==> src/sv/mmd_pkg.sv <==
// Shared types, constants and the quarter-wave sine table for the mecanum
// move controller. No dependencies; imported by every module of the block.
package mmd_pkg;

  // Defaults for the top-level parameters
  localparam int COUNT_WIDTH_DEF    = 24;
  localparam int TRIG_FRAC_BITS_DEF = 15;

  // Fixed field widths
  localparam int SPEED_W   = 8;
  localparam int HEAD_W    = 9;
  localparam int TURN_W    = 8;
  localparam int DIST_W    = 10;
  localparam int TPC_W     = 16;
  localparam int NUM_W     = TPC_W + DIST_W;
  localparam int DRIVE_W   = 8;
  localparam int TARGET_W  = 32;
  localparam int HDR_W     = SPEED_W + HEAD_W + TURN_W + DIST_W;
  localparam int OUT_W     = 40;
  localparam int NUM_LANES = 4;

  localparam logic [TPC_W-1:0] TICKS_PER_CM_RESET = 16'd9408;
  localparam logic [6:0]       DRIVE_LIMIT        = 7'd100;

  // Angle constants in degrees
  localparam logic [HEAD_W-1:0] DEG_45  = 9'd45;
  localparam logic [HEAD_W-1:0] DEG_90  = 9'd90;
  localparam logic [HEAD_W-1:0] DEG_135 = 9'd135;
  localparam logic [HEAD_W-1:0] DEG_180 = 9'd180;
  localparam logic [HEAD_W-1:0] DEG_270 = 9'd270;
  localparam logic [HEAD_W-1:0] DEG_360 = 9'd360;

  // Item kinds carried on tuser
  localparam logic MODE_START  = 1'b0;
  localparam logic MODE_SAMPLE = 1'b1;

  // Output bit positions above the four drive bytes
  localparam int OUT_MOVING_BIT = 32;
  localparam int OUT_CLEAR_BIT  = 33;
  localparam int OUT_DONE_BIT   = 34;

  typedef struct packed {
    logic signed [DRIVE_W-1:0] drive;
    logic                      reached;
  } lane_res_t;

  // round(32768 * sin(d)) for d = 0..90
  function automatic logic [15:0] sine_q15(input logic [6:0] d);
    logic [15:0] v;
    case (d)
      7'd0:  v = 16'd0;     7'd1:  v = 16'd572;   7'd2:  v = 16'd1144;
      7'd3:  v = 16'd1715;  7'd4:  v = 16'd2286;  7'd5:  v = 16'd2856;
      7'd6:  v = 16'd3425;  7'd7:  v = 16'd3993;  7'd8:  v = 16'd4560;
      7'd9:  v = 16'd5126;  7'd10: v = 16'd5690;  7'd11: v = 16'd6252;
      7'd12: v = 16'd6813;  7'd13: v = 16'd7371;  7'd14: v = 16'd7927;
      7'd15: v = 16'd8481;  7'd16: v = 16'd9032;  7'd17: v = 16'd9580;
      7'd18: v = 16'd10126; 7'd19: v = 16'd10668; 7'd20: v = 16'd11207;
      7'd21: v = 16'd11743; 7'd22: v = 16'd12275; 7'd23: v = 16'd12803;
      7'd24: v = 16'd13328; 7'd25: v = 16'd13848; 7'd26: v = 16'd14365;
      7'd27: v = 16'd14876; 7'd28: v = 16'd15384; 7'd29: v = 16'd15886;
      7'd30: v = 16'd16384; 7'd31: v = 16'd16877; 7'd32: v = 16'd17364;
      7'd33: v = 16'd17847; 7'd34: v = 16'd18324; 7'd35: v = 16'd18795;
      7'd36: v = 16'd19261; 7'd37: v = 16'd19720; 7'd38: v = 16'd20174;
      7'd39: v = 16'd20622; 7'd40: v = 16'd21063; 7'd41: v = 16'd21498;
      7'd42: v = 16'd21926; 7'd43: v = 16'd22348; 7'd44: v = 16'd22763;
      7'd45: v = 16'd23170; 7'd46: v = 16'd23571; 7'd47: v = 16'd23965;
      7'd48: v = 16'd24351; 7'd49: v = 16'd24730; 7'd50: v = 16'd25102;
      7'd51: v = 16'd25466; 7'd52: v = 16'd25822; 7'd53: v = 16'd26170;
      7'd54: v = 16'd26510; 7'd55: v = 16'd26842; 7'd56: v = 16'd27166;
      7'd57: v = 16'd27482; 7'd58: v = 16'd27789; 7'd59: v = 16'd28088;
      7'd60: v = 16'd28378; 7'd61: v = 16'd28660; 7'd62: v = 16'd28932;
      7'd63: v = 16'd29197; 7'd64: v = 16'd29452; 7'd65: v = 16'd29698;
      7'd66: v = 16'd29935; 7'd67: v = 16'd30163; 7'd68: v = 16'd30382;
      7'd69: v = 16'd30592; 7'd70: v = 16'd30792; 7'd71: v = 16'd30983;
      7'd72: v = 16'd31164; 7'd73: v = 16'd31336; 7'd74: v = 16'd31499;
      7'd75: v = 16'd31651; 7'd76: v = 16'd31795; 7'd77: v = 16'd31928;
      7'd78: v = 16'd32052; 7'd79: v = 16'd32166; 7'd80: v = 16'd32270;
      7'd81: v = 16'd32365; 7'd82: v = 16'd32449; 7'd83: v = 16'd32524;
      7'd84: v = 16'd32588; 7'd85: v = 16'd32643; 7'd86: v = 16'd32688;
      7'd87: v = 16'd32723; 7'd88: v = 16'd32748; 7'd89: v = 16'd32763;
      default: v = 16'd32768;
    endcase
    return v;
  endfunction

endpackage

==> src/sv/mmd_lane.sv <==
// One wheel lane: drive level from speed, trig and turn, and the encoder
// target compare for the same wheel. Depends on mmd_pkg.
module mmd_lane #(
  parameter int COUNT_WIDTH    = mmd_pkg::COUNT_WIDTH_DEF,
  parameter int TRIG_FRAC_BITS = mmd_pkg::TRIG_FRAC_BITS_DEF
) (
  input  logic signed [mmd_pkg::SPEED_W-1:0]   speed_i,
  input  logic signed [TRIG_FRAC_BITS+1:0]     trig_i,
  input  logic signed [mmd_pkg::TURN_W:0]      turn_i,
  input  logic signed [COUNT_WIDTH-1:0]        count_i,
  input  logic [mmd_pkg::TARGET_W-1:0]         target_i,
  output mmd_pkg::lane_res_t                   res_o
);
  import mmd_pkg::*;

  localparam int SUM_W = TRIG_FRAC_BITS + 11;
  localparam int CMP_W = (COUNT_WIDTH + 8 > TARGET_W) ? COUNT_WIDTH + 8 : TARGET_W;

  logic signed [SUM_W-1:0] sum;
  logic [SUM_W-1:0]        sum_mag;
  logic [10:0]             whole;
  logic [6:0]              sat;
  logic [COUNT_WIDTH-1:0]  cnt_mag;
  logic [CMP_W-1:0]        cnt_scaled;

  assign sum     = speed_i * trig_i + (SUM_W'(turn_i) <<< TRIG_FRAC_BITS);
  assign sum_mag = sum[SUM_W-1] ? SUM_W'(-sum) : SUM_W'(sum);
  // Truncate toward zero on the magnitude, then clamp
  assign whole   = sum_mag[SUM_W-1:TRIG_FRAC_BITS];
  assign sat     = (whole > 11'(DRIVE_LIMIT)) ? DRIVE_LIMIT : whole[6:0];
  assign res_o.drive = sum[SUM_W-1] ? -$signed({1'b0, sat}) : $signed({1'b0, sat});

  assign cnt_mag    = count_i[COUNT_WIDTH-1] ? COUNT_WIDTH'(-count_i) : COUNT_WIDTH'(count_i);
  assign cnt_scaled = CMP_W'({cnt_mag, 8'd0});
  assign res_o.reached = cnt_scaled >= CMP_W'(target_i);

endmodule

==> config.mk <==
export PLATFORM = sky130hd
export DESIGN_NAME = mmd_lane
export DESIGN_NICKNAME = d
export VERILOG_FILES = /design/src/sv/mmd_pkg.sv /design/src/sv/mmd_lane.sv
export SDC_FILE = /design/constraint.sdc
export NUM_CORES = 1
export LEC_CHECK = 0
export BUFFER_PORTS_ARGS = -buffer_cell sky130_fd_sc_hd__clkbuf_2
export CAP_MARGIN = 20
export CORE_MARGIN = 1.5
export CORE_UTILIZATION = 44
export DETAILED_ROUTE_END_ITERATION = 12
export GPL_TIMING_DRIVEN = 0
export PLACE_DENSITY_LB_ADDON = 0.2
export SLEW_MARGIN = 20
export SYNTH_ARGS = -nofsm -noshare
export SYNTH_HDL_FRONTEND = slang
export SYNTH_SLANG_ARGS = --single-unit
==> constraint.sdc <==
create_clock -name vclk -period 7.8
set_clock_uncertainty 0.05 [all_clocks]
set_input_delay 0 -clock vclk [all_inputs]
set_output_delay 0 -clock vclk [all_outputs]
set_load 0.02 [all_outputs]
==> impl_metrics.csv <==
group,metric,value,unit
die,core_area,15400,µm²
timing,final.period_utilization,93.7,%
critical_path,worstSetupEndpointType,"primary output",
route,route.detailed.wl_per_inst,13.8,µm
place,post_placement_cell_count,1162,
min_path,worst_hold_startpoint,"target_i[31]",
final_layout,postLayoutCellArea,7830,µm²
place,dpl_cell_area,7740,µm²
global_route,vias_in_the_first_global_route,6069,
die,die_w,129,µm
timing,headroom_to_the_max_slew_limit,49.9,%
route,drt_pass1_iterations,4,
route,ant_nets,0,
critical_path,critical_path_peak_fanout,10,
synth,synth_fp_nets,1137,
global_route,global_route.overflow_total,0,
outcome,outcome,"complete, no violations",
critical_path,slowest_stage,"or4_1",
global_route,pin_count_of_the_biggest_net_entering_global_routing,15,
die,top_level_ports,99,
route,vias_per_cell,5.12,
global_route,antenna_violations_before_repair,0,
critical_path,worstPathArrival,7.26,ns
place,place.port_buffers,99,
timing,max_clock_freq,0.137,GHz
synth,synth.yosys.warnings,0,
route,wl,16.1,mm
place,hpwl,14.0,mm
min_path,hold-path-cell-count,6,
final_layout,fraction_of_layout_instances_using_a_drive_strength_above_1,14.5,%
route,dr_total_vias,5956,
route,drt_first_iter_violations,202,
critical_path,max_stage_delay,0.57,ns
synth,netlist_top_cells_count,"inv_1, fa_1, and2_1, ha_1, nand2_1",
final_layout,fillerInstances,1538,
timing,rsz0062_at_grt,"false",
clock_network,cts_hold_repair.buffers,0,
critical_path,crit_path_category,"in -> out",
final_layout,final.clkbuf_count,0,
final_layout,syn2layout_area_growth,12.2,%
synth,yosys-top-cells-area,"fa_1, ha_1, inv_1",
final_layout,nNetsFinal,1240,
global_route,grt.total_usage,20.6,%
synth,yosys.cell_types.count,64,
min_path,min-delay-path-class,"in -> out",
synth,synthDominantAreaCellType,"fa_1",
timing,report.final.setup_viol,0,
synth,syn_avg_cell_area,8.19,µm²
die,initial_core_util,45.4,%
critical_path,kind_of_start_point_of_the_critical_path,"primary input",
synth,synth.cell_area,6980,µm²
timing,post_layout_minimum_cycle_time,7.31,ns
final_layout,final_cells,1164,
synth,top_cell_type_s_share_of_synthesized_area,35.6,%
timing,timing_hold_violations_final,0,
critical_path,required,7.75,ns
place,gp_congestion,0.839,
min_path,hold-path-endpoint,"res_o[0]",
final_layout,antennaDiodeCount,0,
synth,synth-seq-area-share,0,%
final_layout,layout.sequential_cells,0,
synth,postSynthCellCount,852,
die,die_y_extent,129,µm
critical_path,critPathMostFrequentCell,"fa_1",
timing,report.final.slew_viol_count,0,
die,rows,45,
flow_run,maxCapViolCount,0,
global_route,grt_first_pass_wirelength,27.9,mm
timing,fin_setup_tns,0,ns
timing,worst_pin_slew,0.747,ns
final_layout,area.sequential,0,µm²
die,die_area,16600,µm²
route,drc,0,
synth,synth.most_common_cell,"inv_1",
-- placed cells by master, fill, tap and decap left out, types with 15 or more instances in the layout --
master	synthesis	layout
inv_1	184	183
fa_1	124	124
clkbuf_2	0	102
and2_1	94	92
ha_1	71	70
nand2_1	64	64
xnor2_1	40	39
nor2_1	31	31
o21ai_0	25	25
a21oi_1	25	22
nand3_1	15	15
-- kinds of logic after synthesis --
family / synth area share [%]
and+or+nand+nor: 20.7
buffers and inverters: 11.2
adders and majority gates: 48.3
AOI/OAI and AO/OA: 13.0
xor gates and xnor gates: 5.77
muxes: 1.02
-- metal layers --
layer	GRT usage [%]	wire (µm)	vias to the layer above
met1	27.9	7340	2904
met3	1.08	527	10
met5	0	0	-
met4	1.52	142	0
met2	37.9	8040	102
li1	-	-	2940
-- cell type report --
cell class,count,area [µm²],area share (%)
inverters,185,698,8.92
repair inverters,1,7.51,0.0959
well taps,211,264,3.37
plain buffers,18,80.1,1.02
multi-input cells,645,6250,79.8
repair buffers,104,533,6.81
-- worst max-delay path, delay by kind of cell --
family / cells / cell delay (ns)
adders and majority gates: 6 / 2.67
and+or+nand+nor: 7 / 1.79
AOI/OAI and AO/OA: 6 / 1.25
buffers and inverters: 8 / 1.13
xor gates and xnor gates: 1 / 0.28
muxes: 1 / 0.11
-- how the worst max path moves through the flow --
| stage | from | endpoint | slack, ns | depth (start not counted) |
|---|---|---|---|---|
| 6_report | speed_i[7] | res_o[5] | 0.49 | 29 |
| 5_1_grt | speed_i[7] | res_o[5] | 0.002 | 29 |
| 4_1_cts | speed_i[4] | res_o[5] | 0.16 | 30 |
| 3_5_place_dp | speed_i[7] | res_o[5] | -0.03 | 30 |
| 3_3_place_gp | speed_i[7] | res_o[5] | 0.02 | 30 |
| 2_1_floorplan | speed_i[7] | res_o[5] | 0.89 | 27 |
-- timing repair --
item / in CTS / in global routing
cloned: 0 / 1
gates resized for setup: 0 / 22
setup endpoints to repair: 1 / 3
buffers inserted: 0 / 5
-- per-stage QoR --
step	worst slack, ns	utilization [%]	hold WS [ns]
after floorplan	0.892	-	0.381
after global placement	0.0165	50.3	0.512
after detailed placement	-0.0271	50.3	0.518
after CTS	0.158	50.3	0.520
after global routing	0.00161	50.9	0.558
final	0.490	50.9	0.503
Power is not shown: default switching activity piles up to over one toggle a cycle in this logic, so the estimate is an artifact.
