--- src/sv/mmd_pkg.sv ---
// Shared types, constants and the quarter-wave sine table for the mecanum
// move controller. No dependencies; imported by every module of the block.
package mmd_pkg;

  // Defaults for the top-level parameters
  localparam int COUNT_WIDTH_DEF    = 24;
  localparam int TRIG_FRAC_BITS_DEF = 15;

  // Fixed field widths
  localparam int SPEED_W   = 8;
  localparam int HEAD_W    = 9;
  localparam int TURN_W    = 8;
  localparam int DIST_W    = 10;
  localparam int TPC_W     = 16;
  localparam int NUM_W     = TPC_W + DIST_W;
  localparam int DRIVE_W   = 8;
  localparam int TARGET_W  = 32;
  localparam int HDR_W     = SPEED_W + HEAD_W + TURN_W + DIST_W;
  localparam int OUT_W     = 40;
  localparam int NUM_LANES = 4;

  localparam logic [TPC_W-1:0] TICKS_PER_CM_RESET = 16'd9408;
  localparam logic [6:0]       DRIVE_LIMIT        = 7'd100;

  // Angle constants in degrees
  localparam logic [HEAD_W-1:0] DEG_45  = 9'd45;
  localparam logic [HEAD_W-1:0] DEG_90  = 9'd90;
  localparam logic [HEAD_W-1:0] DEG_135 = 9'd135;
  localparam logic [HEAD_W-1:0] DEG_180 = 9'd180;
  localparam logic [HEAD_W-1:0] DEG_270 = 9'd270;
  localparam logic [HEAD_W-1:0] DEG_360 = 9'd360;

  // Item kinds carried on tuser
  localparam logic MODE_START  = 1'b0;
  localparam logic MODE_SAMPLE = 1'b1;

  // Output bit positions above the four drive bytes
  localparam int OUT_MOVING_BIT = 32;
  localparam int OUT_CLEAR_BIT  = 33;
  localparam int OUT_DONE_BIT   = 34;

  typedef struct packed {
    logic signed [DRIVE_W-1:0] drive;
    logic                      reached;
  } lane_res_t;

  // round(32768 * sin(d)) for d = 0..90
  function automatic logic [15:0] sine_q15(input logic [6:0] d);
    logic [15:0] v;
    case (d)
      7'd0:  v = 16'd0;     7'd1:  v = 16'd572;   7'd2:  v = 16'd1144;
      7'd3:  v = 16'd1715;  7'd4:  v = 16'd2286;  7'd5:  v = 16'd2856;
      7'd6:  v = 16'd3425;  7'd7:  v = 16'd3993;  7'd8:  v = 16'd4560;
      7'd9:  v = 16'd5126;  7'd10: v = 16'd5690;  7'd11: v = 16'd6252;
      7'd12: v = 16'd6813;  7'd13: v = 16'd7371;  7'd14: v = 16'd7927;
      7'd15: v = 16'd8481;  7'd16: v = 16'd9032;  7'd17: v = 16'd9580;
      7'd18: v = 16'd10126; 7'd19: v = 16'd10668; 7'd20: v = 16'd11207;
      7'd21: v = 16'd11743; 7'd22: v = 16'd12275; 7'd23: v = 16'd12803;
      7'd24: v = 16'd13328; 7'd25: v = 16'd13848; 7'd26: v = 16'd14365;
      7'd27: v = 16'd14876; 7'd28: v = 16'd15384; 7'd29: v = 16'd15886;
      7'd30: v = 16'd16384; 7'd31: v = 16'd16877; 7'd32: v = 16'd17364;
      7'd33: v = 16'd17847; 7'd34: v = 16'd18324; 7'd35: v = 16'd18795;
      7'd36: v = 16'd19261; 7'd37: v = 16'd19720; 7'd38: v = 16'd20174;
      7'd39: v = 16'd20622; 7'd40: v = 16'd21063; 7'd41: v = 16'd21498;
      7'd42: v = 16'd21926; 7'd43: v = 16'd22348; 7'd44: v = 16'd22763;
      7'd45: v = 16'd23170; 7'd46: v = 16'd23571; 7'd47: v = 16'd23965;
      7'd48: v = 16'd24351; 7'd49: v = 16'd24730; 7'd50: v = 16'd25102;
      7'd51: v = 16'd25466; 7'd52: v = 16'd25822; 7'd53: v = 16'd26170;
      7'd54: v = 16'd26510; 7'd55: v = 16'd26842; 7'd56: v = 16'd27166;
      7'd57: v = 16'd27482; 7'd58: v = 16'd27789; 7'd59: v = 16'd28088;
      7'd60: v = 16'd28378; 7'd61: v = 16'd28660; 7'd62: v = 16'd28932;
      7'd63: v = 16'd29197; 7'd64: v = 16'd29452; 7'd65: v = 16'd29698;
      7'd66: v = 16'd29935; 7'd67: v = 16'd30163; 7'd68: v = 16'd30382;
      7'd69: v = 16'd30592; 7'd70: v = 16'd30792; 7'd71: v = 16'd30983;
      7'd72: v = 16'd31164; 7'd73: v = 16'd31336; 7'd74: v = 16'd31499;
      7'd75: v = 16'd31651; 7'd76: v = 16'd31795; 7'd77: v = 16'd31928;
      7'd78: v = 16'd32052; 7'd79: v = 16'd32166; 7'd80: v = 16'd32270;
      7'd81: v = 16'd32365; 7'd82: v = 16'd32449; 7'd83: v = 16'd32524;
      7'd84: v = 16'd32588; 7'd85: v = 16'd32643; 7'd86: v = 16'd32688;
      7'd87: v = 16'd32723; 7'd88: v = 16'd32748; 7'd89: v = 16'd32763;
      default: v = 16'd32768;
    endcase
    return v;
  endfunction

endpackage

--- src/sv/mmd_div.sv ---
// Restoring divider, one quotient bit per cycle, for the tick target.
// Divides num * 2^TRIG_FRAC_BITS by the trig magnitude. Depends on mmd_pkg.
module mmd_div #(
  parameter int TRIG_FRAC_BITS = mmd_pkg::TRIG_FRAC_BITS_DEF
) (
  input  logic                          clk_i,
  input  logic                          rst_ni,
  input  logic                          start_i,
  input  logic [mmd_pkg::NUM_W-1:0]     num_i,
  input  logic [TRIG_FRAC_BITS:0]       den_i,
  output logic                          done_o,
  output logic [mmd_pkg::NUM_W+TRIG_FRAC_BITS-1:0] quo_o
);
  import mmd_pkg::*;

  localparam int DW    = NUM_W + TRIG_FRAC_BITS;
  localparam int CNT_W = $clog2(DW);

  logic             busy_q, busy_d;
  logic             done_q, done_d;
  logic [CNT_W-1:0] cnt_q, cnt_d;
  logic [DW-1:0]    shreg_q, shreg_d;
  logic [TRIG_FRAC_BITS:0]   rem_q, rem_d;
  logic [TRIG_FRAC_BITS:0]   den_q, den_d;
  logic [TRIG_FRAC_BITS+1:0] trial;
  logic                      ge;

  assign trial = {rem_q, shreg_q[DW-1]};
  assign ge    = trial >= {1'b0, den_q};

  always_comb begin
    busy_d  = busy_q;
    done_d  = 1'b0;
    cnt_d   = cnt_q;
    shreg_d = shreg_q;
    rem_d   = rem_q;
    den_d   = den_q;
    if (start_i) begin
      busy_d  = 1'b1;
      cnt_d   = '0;
      shreg_d = {num_i, {TRIG_FRAC_BITS{1'b0}}};
      rem_d   = '0;
      den_d   = den_i;
    end else if (busy_q) begin
      shreg_d = {shreg_q[DW-2:0], ge};
      rem_d   = ge ? (TRIG_FRAC_BITS+1)'(trial - {1'b0, den_q})
                   : trial[TRIG_FRAC_BITS:0];
      cnt_d   = cnt_q + 1'b1;
      if (cnt_q == CNT_W'(DW - 1)) begin
        busy_d = 1'b0;
        done_d = 1'b1;
      end
    end
  end

  always_ff @(posedge clk_i or negedge rst_ni) begin
    if (!rst_ni) begin
      busy_q <= 1'b0;
      done_q <= 1'b0;
      cnt_q  <= '0;
    end else begin
      busy_q <= busy_d;
      done_q <= done_d;
      cnt_q  <= cnt_d;
    end
  end

  always_ff @(posedge clk_i) begin
    shreg_q <= shreg_d;
    rem_q   <= rem_d;
    den_q   <= den_d;
  end

  assign done_o = done_q;
  assign quo_o  = shreg_q;

endmodule

--- config.mk ---
export PLATFORM = sky130hd
export DESIGN_NAME = mmd_div
export DESIGN_NICKNAME = d
export VERILOG_FILES = /design/src/sv/mmd_pkg.sv /design/src/sv/mmd_div.sv
export SDC_FILE = /design/constraint.sdc
export NUM_CORES = 1
export LEC_CHECK = 0
export BUFFER_PORTS_ARGS = -buffer_cell sky130_fd_sc_hd__clkbuf_2
export CORE_UTILIZATION = 40
export CTS_BUF_LIST = sky130_fd_sc_hd__clkbuf_2
export DETAILED_ROUTE_END_ITERATION = 6
export HOLD_SLACK_MARGIN = 0.15
export SYNTH_ARGS = -nofsm -noshare
export SYNTH_HDL_FRONTEND = slang
export SYNTH_SLANG_ARGS = --single-unit
export TNS_END_PERCENT = 5
--- constraint.sdc ---
create_clock -name clk_i -period 5.65 [get_ports clk_i]
set_input_delay 0.565 -clock clk_i [delete_from_list [all_inputs] [get_ports clk_i]]
set_output_delay 0.565 -clock clk_i [all_outputs]
set_load 0.03 [all_outputs]
==> key figures <==
Floorplan
  • Row count: 36
  • DIE AREA: 10540 um2
  • Starting Density: 0.4146
  • I/O Pins: 87
  • Die Wd: 102.7 um
  • Core area: just under 10000 um2
  • Die Y: 102.7 um

Yosys
  • Number of synthesized flops with an enable pin: 42
  • Cell taking the most area after synthesis: edfxtp_1
  • Area contributors post-synth: edfxtp_1, dfxtp_1, mux2i_1, ha_1, a22o_1
  • Main flop type after synthesis: edfxtp_1
  • Register bit total from synthesis: 81
  • Post-synth top area share: 0.3112
  • Syn Area/Cell: 11.01 um2
  • Synth unique cells: 58
  • Synthesis warning total: 0
  • FFs w/ async S/R, synth: 0.09877
  • Sequential area share after synthesis: 0.5137
  • Mapped cell area: 4053 um2
  • Syn Nets: between 400 and 500
  • Synth Instances: 368

Layout
  • Core Util, Final: 0.4901
  • Final nets: 521
  • Layout cells sized above 1: 0.2554
  • Diode count: 0
  • Commonest cells after routing, fill and taps aside: clkbuf_2, edfxtp_1, nor2_1
  • Most common cell after layout, fill and taps aside: clkbuf_2
  • Fillcell total: approximately 940
  • Synth-to-Final Area Change: 18.22%

Detailed routing
  • Via Count: just over 3000
  • WL final: 8527 um
  • DRT Pass-1 Iters: 4
  • # DRC: 0
  • Via density: 5.092
  • Detail Route Antenna Nets: 0
  • WL/cell: approximately 14 um
  • Initial DRC Count: 167

Global route
  • Initial antenna violation count: 0
  • Total GRT Usage: 0.1670
  • First-pass GRT wire length: 13470 um
  • Vias in the first global route: 2850
  • Largest net degree at the start of global routing: 79
  • GRT overflow: 0

Timing
  • Max frequency: 361.8 MHz
  • Setup TNS: 0 ps
  • Fin crit period: 2764 ps
  • Rel. slew slack: 0.3328
  • Final hold vios: 0
  • Worst Tran Pin Value: 999.8 ps
  • Final setup fails: 0
  • Hold_ws: 211.4 ps
  • Fin Clk Skew: 36.14 ps
  • RSZ-0062 raised after global routing: false
  • Fin. max-slew vios: 0
  • Tcrit/Tclk final: 0.4892

Setup path
  • Worst setup EP type: register
  • Cells along the critical path: inv_1 -> ha_1 -> fa_1 -> nor2b_1 -> o31ai_1 -> a21oi_1 -> o41ai_1 -> and4b_1 -> o211ai_1 -> nand3_1
  • Startpoint class of the critical path: register
  • CP max stage delay: between 600 and 700 ps
  • Required @ worst endpoint: 6160 ps
  • Worst EP arrival: 3270 ps
  • Critical path fanouts, max: 3
  • CP max-delay cell: o41ai_1
  • Worst Path Class, Setup: reg2reg

Clock tree
  • CTS sink cnt: 81
  • Worst-path clk slew: ~250 ps
  • Post-CTS setup buffer count: 0
  • CTS hold repair buffers: 9
  • # H-tree levels: 3
  • Post_cts resized: 0
  • Clk Latency, worst-skew pair: 540 ps
  • TritonCTS Buffers: 9
  • CTS tree: built
  • Root Driver: clkbuf_2
  • Max Root-Sink Buffers: 2

Status
  • Outcome: finished clean

Power
  • Pleak: 2.258 nW
  • Power per cell area: 380.8 nW/um2
  • Maximum vdd drop: about 0.19 mV
  • Pwr Total: 0.001824 W

Place
  • PortBufs: 86
  • Post-DP HPWL: around 5800 um
  • Routability cong.: approximately 0.84

Job
  • Maxcap violations: 0

Min path
  • Hold Crit Class: in2reg
## through the flow
| step | worst slack [ps] | std cells | instance area (um2) |
|---|---|---|---|
| finish | 2886 | 595 | 4791 |
| global route | 2606 | 595 | 4791 |
| CTS | 2895 | 595 | 4791 |
| detailed placement | 3009 | 570 | 4582 |
| global placement | 3033 | 570 | 4582 |
| floorplan | 3222 | 368 | 4053 |
## final cells by class
type / instances / area (um2) / area share
clock buffers: 9 / 45.04 / 0.009402
clock inverters: 7 / 73.82 / 0.01541
inverters: 22 / 82.58 / 0.01724
multi-input cells: 246 / 1804 / 0.3766
flip-flops and latches: 81 / 2083 / 0.4348
well taps: 133 / 166.4 / 0.03474
repair buffers: 97 / 535.5 / 0.1118
## cells in the mapped netlist (11+ instances only)
master,count
o21ai_0,13
dfxtp_1,31
clkbuf_1,15
a21oi_1,11
mux2i_1,26
inv_1,22
nor2_1,38
nand2_1,23
edfxtp_1,42
ha_1,18
a22o_1,25
## path summary, 6_finish.rpt
check | end | startpoint | slack, ps | cells after the start
max | rem_q[14]$_SDFFE_PP0P_ | quo_o[40]$_DFFE_PP_ | 2890 | 10
min reg2reg | rem_q[15]$_SDFFE_PP0P_ | rem_q[15]$_SDFFE_PP0P_ | 480 | 2
max in group asynchronous | busy_q$_DFF_PN0_ | rst_ni | 5090 | 2
max reg2reg | rem_q[14]$_SDFFE_PP0P_ | quo_o[40]$_DFFE_PP_ | 2890 | 10
min in group asynchronous | done_o$_DFF_PN0_ | rst_ni | 350 | 2
min | den_q[7]$_DFFE_PP_ | den_i[7] | 210 | 1
## worst max-delay path, delay by kind of cell, from the launching register on
family,cells,cell delay (ps)
adder cells (fa/ha/maj),2,480
flip-flops,1,450
AND/OR/NAND/NOR,3,500
buffers and inverters,1,90
AO/OA/AOI/OAI,4,1210
## where the power goes
group | switching (W) | internal, W | total [W]
Combinational | 0.000409 | 0.000333 | 0.000742
Clock | 0.000217 | 0.000106 | 0.000323
Sequential | 0.0000557 | 0.000704 | 0.000759
## kinds of logic (layout without fill, tap and decap cells)
group                    count (synthesis)  count (layout)  share of synthesized area
XOR/XNOR                                13              13                    0.02810
adder cells (fa/ha/maj)                 19              19                    0.06051
AND/OR/NAND/NOR                         95              95                     0.1155
multiplexers                            28              28                    0.07070
buffers and inverters                   41             135                    0.04168
AO/OA/AOI/OAI                           91              91                     0.1698
flip-flops                              81              81                     0.5137
## layer usage
metal | track usage | part of all wire | vias to the layer above | wire length, um
met1 | 0.2217 | 0.48 | 1423 | 4072
met2 | 0.2585 | 0.46 | 74 | 3936
li1 | - | - | 1517 | -
met3 | 0.02712 | 0.036 | 16 | 307
met5 | 0 | 0 | - | 0
met4 | 0.09670 | 0.025 | 0 | 211
## flip-flops by register name, indices dropped and copies added, names as in the netlist
| signal | cells |
|---|---|
| busy_q | 1 |
| cnt_q | 6 |
| den_q | 16 |
| done_o | 1 |
| quo_o | 41 |
| rem_q | 16 |
Note: power is estimated with default switching activity, not from simulation.
